$ cat config.mk
export PLATFORM = sky130hd
export DESIGN_NAME = rms_db_level_meter_top
export DESIGN_NICKNAME = d
export VERILOG_FILES = /design/src/rtl/core/rdlm_pkg.sv /design/src/rtl/core/rms_db_level_meter_top.sv /design/src/rtl/core/rdlm_accum.sv /design/src/rtl/core/rdlm_fifo.sv /design/src/rtl/core/rdlm_level.sv
export VERILOG_INCLUDE_DIRS = /design/src /design/src/rtl/core
export SDC_FILE = /design/constraint.sdc
export NUM_CORES = 2
export LEC_CHECK = 0
export ABC_AREA = 1
export BUFFER_PORTS_ARGS = -buffer_cell sky130_fd_sc_hd__buf_2
export CAP_MARGIN = 5
export CORE_MARGIN = 4
export CORE_UTILIZATION = 30
export CTS_CLUSTER_DIAMETER = 150
export CTS_CLUSTER_SIZE = 30
export DETAILED_ROUTE_END_ITERATION = 8
export SYNTH_ARGS = -nofsm -noshare
export SYNTH_HDL_FRONTEND = slang
export SYNTH_SLANG_ARGS = --single-unit
$ cat constraint.sdc
create_clock -name clk -period 8.8 [get_ports clk]
set_clock_uncertainty 0.15 [all_clocks]
set_input_delay 1.32 -clock clk [delete_from_list [all_inputs] [get_ports clk]]
set_output_delay 1.32 -clock clk [all_outputs]
set_load 0.03 [all_outputs]
$ cat src/rtl/core/rms_db_level_meter_top_defines.svh
// Assertion helpers shared by the level meter RTL.
// Each macro expects clk and rst_n in scope.
`ifndef RMS_DB_LEVEL_METER_TOP_DEFINES_SVH
`define RMS_DB_LEVEL_METER_TOP_DEFINES_SVH

// Same-cycle implication, disabled while in reset.
`define RDLM_ASSERT_IMPL(name, ante, cons, msg) \
  name: assert property (@(posedge clk) disable iff (!rst_n) (ante) |-> (cons)) \
    else $error(msg);

// Next-cycle implication, disabled while in reset.
`define RDLM_ASSERT_NEXT(name, ante, cons, msg) \
  name: assert property (@(posedge clk) disable iff (!rst_n) (ante) |=> (cons)) \
    else $error(msg);

`endif

$ cat src/rtl/core/rdlm_pkg.sv
package rdlm_pkg;

  // Frame limits and accumulator widths
  localparam int unsigned MAX_FRAME_SAMPLES = 8192;
  localparam int unsigned SMP_W    = 16;
  localparam int unsigned SQ_W     = 32;
  localparam int unsigned CNT_W    = $clog2(MAX_FRAME_SAMPLES + 1);
  localparam int unsigned ENERGY_W = 30 + CNT_W;
  localparam int unsigned LVL_W    = 16;

  // Mean square is Q1.30, at most 2^30
  localparam int unsigned MS_W       = 31;
  localparam int unsigned DIV_CNT_W  = $clog2(ENERGY_W);
  localparam int unsigned EXP_W      = $clog2(MS_W);
  localparam int unsigned FRAC_W     = 16;
  localparam int unsigned FRAC_CNT_W = $clog2(FRAC_W);
  localparam logic [MS_W-1:0] MS_ONE = MS_W'(1) << (MS_W - 1);

  // log2 to normalized dB scaling: round(2^20*log10(2)/4)
  localparam int unsigned LOG_SCALE   = 78913;
  localparam int unsigned SCALE_W     = 17;
  localparam int unsigned LOG_SHIFT   = 20;
  localparam int unsigned N_W         = EXP_W + FRAC_W;
  localparam int unsigned PROD_W      = N_W + SCALE_W;
  localparam int unsigned DROP_W      = PROD_W - LOG_SHIFT;
  localparam int unsigned LOG_ROUND   = 1 << (LOG_SHIFT - 1);
  localparam int unsigned LEVEL_UNITY = 1 << LVL_W;

  // Smoothing weights, Q0.16
  localparam int unsigned W_NEW     = 6554;
  localparam int unsigned W_OLD     = 58982;
  localparam int unsigned MIX_W     = 2 * LVL_W + 1;
  localparam int unsigned MIX_ROUND = 1 << (LVL_W - 1);

  // Frame queue between front and back
  localparam int unsigned FIFO_DEPTH = 2;
  localparam int unsigned FIFO_PTR_W = $clog2(FIFO_DEPTH);
  localparam int unsigned FIFO_CNT_W = $clog2(FIFO_DEPTH + 1);

  typedef struct packed {
    logic signed [SMP_W-1:0] sample;
    logic                    last;
  } rdlm_in_t;

  typedef struct packed {
    logic [LVL_W-1:0] frame_level;
    logic [LVL_W-1:0] smoothed_level;
  } rdlm_out_t;

  typedef struct packed {
    logic [ENERGY_W-1:0] energy;
    logic [CNT_W-1:0]    count;
  } rdlm_frame_t;

endpackage

$ cat src/rtl/core/rms_db_level_meter_top.sv
// Frame RMS level meter with smoothed output, normalized dB scale.
// Input channel in_valid/in_ready/in_data: one signed Q1.15 sample per beat;
// in_data.last closes the frame. Samples beyond MAX_FRAME_SAMPLES in a frame
// are ignored, but a last beat still closes it.
// Result channel out_valid/out_ready/out_data: one beat per closed frame with
// frame_level and smoothed_level, both Q0.16 with 65535 for full scale.
// Input takes one sample per cycle outside the stall below; an accepted
// closing beat is registered in the square stage, then offered to the queue.
// The back part works one frame at a time: a bit-serial restoring divide, a
// normalize shift, repeated squaring for the log fraction, then the drop,
// level, mix1 and mix2 steps; a silent frame goes from the divide straight to
// the blend, and the published result is held in a registered output.
// A two-frame queue decouples the parts; the input stalls only when the
// queue is full and a closing beat waits in the square stage to enter it.
// A stalled receiver holds the result register; the back part then waits
// with its next result finished, and the queue and front keep filling.
// Reset clears the frame sums, the queue and the smoothed level.
module rms_db_level_meter_top import rdlm_pkg::*; (
  input  logic      clk,
  input  logic      rst_n,
  input  logic      in_valid,
  output logic      in_ready,
  input  rdlm_in_t  in_data,
  output logic      out_valid,
  input  logic      out_ready,
  output rdlm_out_t out_data
);

  logic        push_valid, push_ready;
  rdlm_frame_t push_data;
  logic        pop_valid, pop_ready;
  rdlm_frame_t pop_data;

  rdlm_accum u_accum (
    .clk        (clk),
    .rst_n      (rst_n),
    .in_valid   (in_valid),
    .in_ready   (in_ready),
    .in_data    (in_data),
    .push_valid (push_valid),
    .push_ready (push_ready),
    .push_data  (push_data)
  );

  rdlm_fifo u_fifo (
    .clk        (clk),
    .rst_n      (rst_n),
    .push_valid (push_valid),
    .push_ready (push_ready),
    .push_data  (push_data),
    .pop_valid  (pop_valid),
    .pop_ready  (pop_ready),
    .pop_data   (pop_data)
  );

  rdlm_level u_level (
    .clk       (clk),
    .rst_n     (rst_n),
    .pop_valid (pop_valid),
    .pop_ready (pop_ready),
    .pop_data  (pop_data),
    .out_valid (out_valid),
    .out_ready (out_ready),
    .out_data  (out_data)
  );

endmodule

$ cat src/rtl/core/rdlm_accum.sv
`include "rms_db_level_meter_top_defines.svh"

module rdlm_accum import rdlm_pkg::*; (
  input  logic        clk,
  input  logic        rst_n,
  input  logic        in_valid,
  output logic        in_ready,
  input  rdlm_in_t    in_data,
  output logic        push_valid,
  input  logic        push_ready,
  output rdlm_frame_t push_data
);

  logic [SMP_W-1:0]    mag;
  logic [SQ_W-1:0]     sq;
  logic                sq_vld_r, sq_vld_nxt;
  logic [SQ_W-1:0]     sq_r;
  logic                sq_last_r;
  logic [ENERGY_W-1:0] energy_r, energy_nxt;
  logic [CNT_W-1:0]    cnt_r, cnt_nxt;
  logic                take;
  logic [ENERGY_W-1:0] sum_new;
  logic [CNT_W-1:0]    cnt_new;
  logic                b_stall, b_adv, in_acc;

  // Square the magnitude of the incoming beat
  assign mag = in_data.sample[SMP_W-1] ? SMP_W'(-in_data.sample) : SMP_W'(in_data.sample);
  assign sq  = SQ_W'(mag) * SQ_W'(mag);

  // Accumulate stage stalls only when a closing beat finds the queue full
  assign b_stall  = sq_vld_r && sq_last_r && !push_ready;
  assign b_adv    = sq_vld_r && !b_stall;
  assign in_ready = !sq_vld_r || !b_stall;
  assign in_acc   = in_valid && in_ready;

  // Drop samples beyond the frame limit
  assign take    = cnt_r < CNT_W'(MAX_FRAME_SAMPLES);
  assign sum_new = take ? energy_r + ENERGY_W'(sq_r) : energy_r;
  assign cnt_new = take ? cnt_r + CNT_W'(1) : cnt_r;

  assign push_valid       = sq_vld_r && sq_last_r;
  assign push_data.energy = sum_new;
  assign push_data.count  = cnt_new;

  always_comb begin
    sq_vld_nxt = sq_vld_r;
    if (in_acc) begin
      sq_vld_nxt = 1'b1;
    end else if (b_adv) begin
      sq_vld_nxt = 1'b0;
    end
  end

  // Close the frame on the last beat, otherwise keep summing
  always_comb begin
    energy_nxt = energy_r;
    cnt_nxt    = cnt_r;
    if (b_adv) begin
      if (sq_last_r) begin
        energy_nxt = '0;
        cnt_nxt    = '0;
      end else begin
        energy_nxt = sum_new;
        cnt_nxt    = cnt_new;
      end
    end
  end

  always_ff @(posedge clk) begin
    if (!rst_n) begin
      sq_vld_r <= 1'b0;
      energy_r <= '0;
      cnt_r    <= '0;
    end else begin
      sq_vld_r <= sq_vld_nxt;
      energy_r <= energy_nxt;
      cnt_r    <= cnt_nxt;
    end
  end

  // Hold the squared beat
  always_ff @(posedge clk) begin
    if (in_acc) begin
      sq_r      <= sq;
      sq_last_r <= in_data.last;
    end
  end

  `RDLM_ASSERT_IMPL(a_cnt_limit, 1'b1, cnt_r <= CNT_W'(MAX_FRAME_SAMPLES), "frame count over limit")
  `RDLM_ASSERT_IMPL(a_energy_bound, 1'b1, (energy_r >> 30) <= ENERGY_W'(cnt_r), "energy over bound")
  `RDLM_ASSERT_IMPL(a_push_count, push_valid, push_data.count != '0, "closed frame has no samples")

endmodule

$ cat src/rtl/core/rdlm_fifo.sv
module rdlm_fifo import rdlm_pkg::*; (
  input  logic        clk,
  input  logic        rst_n,
  input  logic        push_valid,
  output logic        push_ready,
  input  rdlm_frame_t push_data,
  output logic        pop_valid,
  input  logic        pop_ready,
  output rdlm_frame_t pop_data
);

  rdlm_frame_t           mem_r [FIFO_DEPTH];
  logic [FIFO_PTR_W-1:0] wr_ptr_r, wr_ptr_nxt;
  logic [FIFO_PTR_W-1:0] rd_ptr_r, rd_ptr_nxt;
  logic [FIFO_CNT_W-1:0] cnt_r, cnt_nxt;
  logic                  push, pop;

  function automatic logic [FIFO_PTR_W-1:0] ptr_inc(input logic [FIFO_PTR_W-1:0] p);
    ptr_inc = (p == FIFO_PTR_W'(FIFO_DEPTH - 1)) ? '0 : p + FIFO_PTR_W'(1);
  endfunction

  assign push_ready = cnt_r != FIFO_CNT_W'(FIFO_DEPTH);
  assign pop_valid  = cnt_r != '0;
  assign pop_data   = mem_r[rd_ptr_r];
  assign push       = push_valid && push_ready;
  assign pop        = pop_valid && pop_ready;

  // Advance pointers and occupancy
  always_comb begin
    wr_ptr_nxt = push ? ptr_inc(wr_ptr_r) : wr_ptr_r;
    rd_ptr_nxt = pop ? ptr_inc(rd_ptr_r) : rd_ptr_r;
    cnt_nxt    = cnt_r;
    if (push && !pop) begin
      cnt_nxt = cnt_r + FIFO_CNT_W'(1);
    end else if (pop && !push) begin
      cnt_nxt = cnt_r - FIFO_CNT_W'(1);
    end
  end

  always_ff @(posedge clk) begin
    if (!rst_n) begin
      wr_ptr_r <= '0;
      rd_ptr_r <= '0;
      cnt_r    <= '0;
    end else begin
      wr_ptr_r <= wr_ptr_nxt;
      rd_ptr_r <= rd_ptr_nxt;
      cnt_r    <= cnt_nxt;
    end
  end

  always_ff @(posedge clk) begin
    if (push) begin
      mem_r[wr_ptr_r] <= push_data;
    end
  end

endmodule

$ cat src/rtl/core/rdlm_level.sv
`include "rms_db_level_meter_top_defines.svh"

module rdlm_level import rdlm_pkg::*; (
  input  logic        clk,
  input  logic        rst_n,
  input  logic        pop_valid,
  output logic        pop_ready,
  input  rdlm_frame_t pop_data,
  output logic        out_valid,
  input  logic        out_ready,
  output rdlm_out_t   out_data
);

  localparam logic [2:0] ST_IDLE  = 3'd0;
  localparam logic [2:0] ST_DIV   = 3'd1;
  localparam logic [2:0] ST_NORM  = 3'd2;
  localparam logic [2:0] ST_SQR   = 3'd3;
  localparam logic [2:0] ST_DROP  = 3'd4;
  localparam logic [2:0] ST_LEVEL = 3'd5;
  localparam logic [2:0] ST_MIX1  = 3'd6;
  localparam logic [2:0] ST_MIX2  = 3'd7;

  logic [2:0]            state_r, state_nxt;
  logic [ENERGY_W-1:0]   dq_r, dq_nxt;
  logic [CNT_W-1:0]      div_r, div_nxt;
  logic [CNT_W-1:0]      rem_r, rem_nxt;
  logic [DIV_CNT_W-1:0]  step_r, step_nxt;
  logic [MS_W-1:0]       x_r, x_nxt;
  logic [EXP_W-1:0]      shift_r, shift_nxt;
  logic [FRAC_W-1:0]     frac_r, frac_nxt;
  logic [FRAC_CNT_W-1:0] bit_r, bit_nxt;
  logic [DROP_W-1:0]     drop_r, drop_nxt;
  logic [LVL_W-1:0]      lvl_r, lvl_nxt;
  logic [MIX_W-1:0]      mix_r, mix_nxt;
  logic [LVL_W-1:0]      avg_r, avg_nxt;
  logic                  out_valid_r, out_valid_nxt;
  rdlm_out_t             out_data_r;

  logic [CNT_W:0]        rem_sh;
  logic                  rem_ge;
  logic [2*MS_W-1:0]     sq_prod;
  logic [MS_W:0]         sq_top;
  logic [N_W-1:0]        n_val;
  logic [PROD_W-1:0]     drop_sum;
  logic [DROP_W-1:0]     lv_full;
  logic [MIX_W-1:0]      mix_sum;
  logic [LVL_W-1:0]      avg_new;
  logic                  slot_free, emit;

  // One restoring divide step: quotient bits shift in as dividend bits shift out
  assign rem_sh = {rem_r, dq_r[ENERGY_W-1]};
  assign rem_ge = rem_sh >= {1'b0, div_r};

  // Square the normalized mantissa, Q1.30
  assign sq_prod = (2*MS_W)'(x_r) * (2*MS_W)'(x_r);
  assign sq_top  = sq_prod[2*MS_W-1:MS_W-1];

  // Negated log2 in Q16, clamped at zero
  assign n_val    = (shift_r == '0) ? '0 : {shift_r, FRAC_W'(0)} - N_W'(frac_r);
  assign drop_sum = PROD_W'(n_val) * PROD_W'(LOG_SCALE) + PROD_W'(LOG_ROUND);
  assign lv_full  = DROP_W'(LEVEL_UNITY) - drop_r;

  // Blend new level into the running average
  assign mix_sum = mix_r + MIX_W'(W_OLD) * MIX_W'(avg_r) + MIX_W'(MIX_ROUND);
  assign avg_new = (mix_sum[MIX_W-1:2*LVL_W] != '0) ? '1 : mix_sum[2*LVL_W-1:LVL_W];

  assign slot_free = !out_valid_r || out_ready;
  assign emit      = (state_r == ST_MIX2) && slot_free;
  assign pop_ready = state_r == ST_IDLE;
  assign out_valid = out_valid_r;
  assign out_data  = out_data_r;

  always_comb begin
    state_nxt = state_r;
    dq_nxt    = dq_r;
    div_nxt   = div_r;
    rem_nxt   = rem_r;
    step_nxt  = step_r;
    x_nxt     = x_r;
    shift_nxt = shift_r;
    frac_nxt  = frac_r;
    bit_nxt   = bit_r;
    drop_nxt  = drop_r;
    lvl_nxt   = lvl_r;
    mix_nxt   = mix_r;
    avg_nxt   = avg_r;
    case (state_r)
      ST_IDLE: begin
        // Take the next closed frame
        if (pop_valid) begin
          dq_nxt   = pop_data.energy;
          div_nxt  = pop_data.count;
          rem_nxt  = '0;
          step_nxt = '0;
          if (pop_data.count != '0) begin
            state_nxt = ST_DIV;
          end else begin
            lvl_nxt   = '0;
            state_nxt = ST_MIX1;
          end
        end
      end
      ST_DIV: begin
        rem_nxt  = rem_ge ? CNT_W'(rem_sh - {1'b0, div_r}) : CNT_W'(rem_sh);
        dq_nxt   = {dq_r[ENERGY_W-2:0], rem_ge};
        step_nxt = step_r + DIV_CNT_W'(1);
        if (step_r == DIV_CNT_W'(ENERGY_W - 1)) begin
          // Silence gives level zero; otherwise clamp mean square to 1.0
          if (dq_nxt == '0) begin
            lvl_nxt   = '0;
            state_nxt = ST_MIX1;
          end else begin
            x_nxt     = (dq_nxt > ENERGY_W'(MS_ONE)) ? MS_ONE : dq_nxt[MS_W-1:0];
            shift_nxt = '0;
            state_nxt = ST_NORM;
          end
        end
      end
      ST_NORM: begin
        // Shift left until the top bit is set
        if (x_r[MS_W-1]) begin
          frac_nxt  = '0;
          bit_nxt   = '0;
          state_nxt = ST_SQR;
        end else begin
          x_nxt     = {x_r[MS_W-2:0], 1'b0};
          shift_nxt = shift_r + EXP_W'(1);
        end
      end
      ST_SQR: begin
        // One fraction bit of log2 per squaring
        if (sq_top[MS_W]) begin
          x_nxt = sq_top[MS_W:1];
        end else begin
          x_nxt = sq_top[MS_W-1:0];
        end
        frac_nxt = {frac_r[FRAC_W-2:0], sq_top[MS_W]};
        bit_nxt  = bit_r + FRAC_CNT_W'(1);
        if (bit_r == FRAC_CNT_W'(FRAC_W - 1)) begin
          state_nxt = ST_DROP;
        end
      end
      ST_DROP: begin
        drop_nxt  = drop_sum[PROD_W-1:LOG_SHIFT];
        state_nxt = ST_LEVEL;
      end
      ST_LEVEL: begin
        // Saturate at full scale and at zero
        if (drop_r == '0) begin
          lvl_nxt = '1;
        end else if (drop_r > DROP_W'(LEVEL_UNITY)) begin
          lvl_nxt = '0;
        end else begin
          lvl_nxt = lv_full[LVL_W-1:0];
        end
        state_nxt = ST_MIX1;
      end
      ST_MIX1: begin
        mix_nxt   = MIX_W'(W_NEW) * MIX_W'(lvl_r);
        state_nxt = ST_MIX2;
      end
      ST_MIX2: begin
        // Wait for the result slot, then publish
        if (slot_free) begin
          avg_nxt   = avg_new;
          state_nxt = ST_IDLE;
        end
      end
      default: begin
        state_nxt = ST_IDLE;
      end
    endcase
  end

  assign out_valid_nxt = (out_valid_r && !out_ready) || emit;

  always_ff @(posedge clk) begin
    if (!rst_n) begin
      state_r     <= ST_IDLE;
      step_r      <= '0;
      shift_r     <= '0;
      bit_r       <= '0;
      avg_r       <= '0;
      out_valid_r <= 1'b0;
    end else begin
      state_r     <= state_nxt;
      step_r      <= step_nxt;
      shift_r     <= shift_nxt;
      bit_r       <= bit_nxt;
      avg_r       <= avg_nxt;
      out_valid_r <= out_valid_nxt;
    end
  end

  // Datapath registers
  always_ff @(posedge clk) begin
    dq_r   <= dq_nxt;
    div_r  <= div_nxt;
    rem_r  <= rem_nxt;
    x_r    <= x_nxt;
    frac_r <= frac_nxt;
    drop_r <= drop_nxt;
    lvl_r  <= lvl_nxt;
    mix_r  <= mix_nxt;
    if (emit) begin
      out_data_r.frame_level    <= lvl_r;
      out_data_r.smoothed_level <= avg_new;
    end
  end

  `RDLM_ASSERT_IMPL(a_div_rem, state_r == ST_DIV, rem_r < div_r, "remainder not below divisor")
  `RDLM_ASSERT_IMPL(a_sqr_norm, state_r == ST_SQR, x_r[MS_W-1], "mantissa not normalized")
  `RDLM_ASSERT_NEXT(a_emit, emit, out_valid_r && state_r == ST_IDLE, "result not published")

endmodule
==> metrics list <==
- The flow ran to the end, and the final reports show no timing, DRC or antenna violations.
* Detailed-route DRC error count: 0
* Final worst-path cycle share: 0.937
- The final number of max-transition violations is 0.
- Cells after Synth: ~9.0k
- In this run the most used layer during global routing was met2.
- Slew Limit Headroom: 0.254
* Fraction of met2 tracks used by global routing: 0.253
- In the synthesized netlist the dominant register cell turns out to be sky130_fd_sc_hd__edfxtp_1.
- Met3 demand-to-capacity share in global routing: 0.00870
* Final setup violation count: 0
- Max Clock Freq: between 100 and 150 MHz
- After clock tree synthesis, the clock-pin slew on the worst setup and hold paths is approximately 0.12 ns.
- The cell that appears most often on the critical path is sky130_fd_sc_hd__fa_1.
- Counting the fill cells in the layout gives 26.2k.
- Diode insertion count for antenna repair: 0
- Most common cell in the netlist: sky130_fd_sc_hd__inv_1
- The initial antenna violation count is 2.
- The share of the Yosys chip area taken by registers is 0.172.
* Hold buffer count at cts: 0
- The first detailed-routing pass ran for 6 iterations.
- Library cell with the largest summed area after synthesis: sky130_fd_sc_hd__fa_1
- Summing all multi-input logic gate instances after layout gives roughly 52000 sq um.
- Detailed-placement wirelength estimate: 157000 um
- Dividing the detail-routed via count by the number of cells gives about 4.5.
- Final sum of negative setup slack: 0 ns
- Met1 Usage GRT: 0.205
- Crit path depth: 28
- The die is ~510 um tall.
- Pre-CTS worst setup slack: approximately 0.4 ns
- Final worst path period need: approximately 8 ns
- Critical path data required time: ~9 ns
- The number of global-route vias before repair is between 50k and 60k.
- The floorplan has approximately 180 rows.
- Die X-Extent: approximately 510 um
- Maximum clock insertion buffer count: 3
- Synth top area cells: sky130_fd_sc_hd__fa_1 30%, sky130_fd_sc_hd__edfxtp_1 15%, sky130_fd_sc_hd__ha_1 14%
- Worst Reg-to-Reg Cells: 28
* Count of final hold-check violations: 0
* Number of cells on the worst hold path: 1
- Synth Cell Area: ~74000 sq um
* Avg Inst Size Synth: a little over 8 sq um
* Initial Util: 0.302
* Worst-case setup margin in the final layout: 0.556 ns
* DR iter-0 viols: between 3k and 4k
- Counting flops with an async set or reset pin after synthesis yields a share of 0.
* Post-synth cell types: 67
- Crit path DAT: ~8.5 ns
- STA classifies the critical path startpoint as a flip-flop.
* Crit path max-delay cell type: sky130_fd_sc_hd__edfxtp_1
* Post-detailed-route count of antenna-violating nets: 0
- Of all nets on the critical path, the largest fanout is 30.
- Buffer and inverter count on the worst path: 6
* Global-route usage over all layers: 0.146
- Slew at the pin closest to its max-slew limit: between 1 and 1.5 ns
* Number of top-level design ports: 55
* Average wire per cell in the routed design: 15.0 um
- The tree built by TritonCTS fans out to 460 sinks.
* Root Buffer Master: sky130_fd_sc_hd__clkbuf_16
* First-pass GRT wire length: approximately 300000 um
- Post-synth top cells: 2267 x sky130_fd_sc_hd__inv_1, 2059 x sky130_fd_sc_hd__nand2_1, 1116 x sky130_fd_sc_hd__fa_1, 840 x sky130_fd_sc_hd__ha_1, 551 x sky130_fd_sc_hd__nor2_1
- Worst path top cell family by delay: adder cells
- Setup repair after global routing left no endpoint under its margin.
* Routed wire length: about 190000 um
- Fin nets: 11.0k
- Post-cts repair resize count: 0
- Yosys mapped a number of flops with a built-in enable equal to roughly 360.
- Total congestion overflow: 0
* Port-buffer cells: 54
- At the later pin of the worst-skew pair, clock insertion delay measures 0.62 ns.
* Worst setup path category: flip-flop to flip-flop
- Final weighted congestion of routability-driven global placement: approximately 0.97
* Syn. warnings: 0
- Count of vias placed by the detailed router: about 55k
- Compared with the post-synthesis result, the final layout area differs by 7.06%.
- Maximum number of pins on one net before global-route repair: between 90 and 100
- Area share of the largest cell type after synthesis: 0.300
- Post-CTS Setup Bufs: 0
* HP Class: flip-flop to flip-flop
* Number of maximum-capacitance violations: 0
- The largest single stage delay on the critical path is roughly 1.1 ns.
* TritonCTS buffer count: 20
- Of the cells placed in the final design, the portion with a size suffix greater than 1 is 0.0488.
- CTS tree: built
- H-tree levels: 1
- Registers take between 10000 and 15000 sq um.
- The floorplan step defined a core boundary enclosing ~250000 sq um.
- STA classifies the critical path endpoint as a flip-flop.
- The synthesized design contains between 400 and 500 register bits.
* DIE AREA: between 200000 and 300000 sq um
## metrics by stage
stage | std cells | cell area (sq um) | util | hold WS, ns
detailed placement | 12300 | 79100 | 0.321 | 0.288
CTS | 12400 | 79700 | 0.324 | 0.306
finish | 12400 | 79700 | 0.324 | 0.306
global placement | 12300 | 79100 | 0.321 | 0.279
floorplan | 9046 | 74500 | - | 0.275
global route | 12400 | 79700 | 0.324 | 0.320
## cell families (layout without fill, tap and decap cells)
family,after synthesis,in the layout,share of synthesized area
buffers and inverters,2491,2499,0.128
XOR/XNOR,171,171,0.0202
adder cells (fa/ha/maj),1956,1956,0.441
AND/OR/NAND/NOR,3207,3207,0.182
flip-flops,460,460,0.172
AO/OA/AOI/OAI,749,749,0.0567
other,2,12,0.000101
## placed cells by master (no fill, tap or decap), drive strengths merged, types with 99 or more instances in the layout
cell / instances
a21oi: 374
dfxtp: 99
buf: 173
o21ai: 196
inv: 2290
xor2: 108
nor2: 577
fa: 1116
edfxtp: 361
nand3: 305
nand2: 2102
ha: 840
## cell type report
cell class	instances	share of cell area
inverter	2290	0.108
clock inverter	4	0.00107
timing repair buffer	173	0.0162
tap	3312	0.0520
sequential	460	0.161
clock buffer	32	0.00697
multi-input combinational	6095	0.655
## metal layers
| layer | up-vias | wire (um) |
|---|---|---|
| met5 | - | 0 |
| met4 | 0 | 3460 |
| met3 | 154 | 5870 |
| met2 | 884 | 88300 |
| met1 | 26900 | 88100 |
| li1 | 27400 | - |
## flip-flops by register name (all words and copies together) (netlist names), 18 cells and up, named ones only
signal and flops:
u_level.out_data 32, u_accum.sq_r 31, u_accum.energy_r 44, u_level.mix_r 28, u_level.drop_r 18, u_level.dq_r 44
u_level.x_r 31, u_fifo.mem_r 116
## path summary, 6_finish.rpt
kind / slack, ns / end / from
max: 0.56 / u_level.x_r[24] / u_level.x_r[24]
min: 0.31 / flip-flop / u_fifo.rd_ptr_r
min reg2reg: 0.31 / flip-flop / u_fifo.rd_ptr_r
max reg2reg: 0.56 / u_level.x_r[24] / u_level.x_r[24]
Power is not shown: default switching activity piles up to over one toggle a cycle in this logic, so the estimate is an artifact.
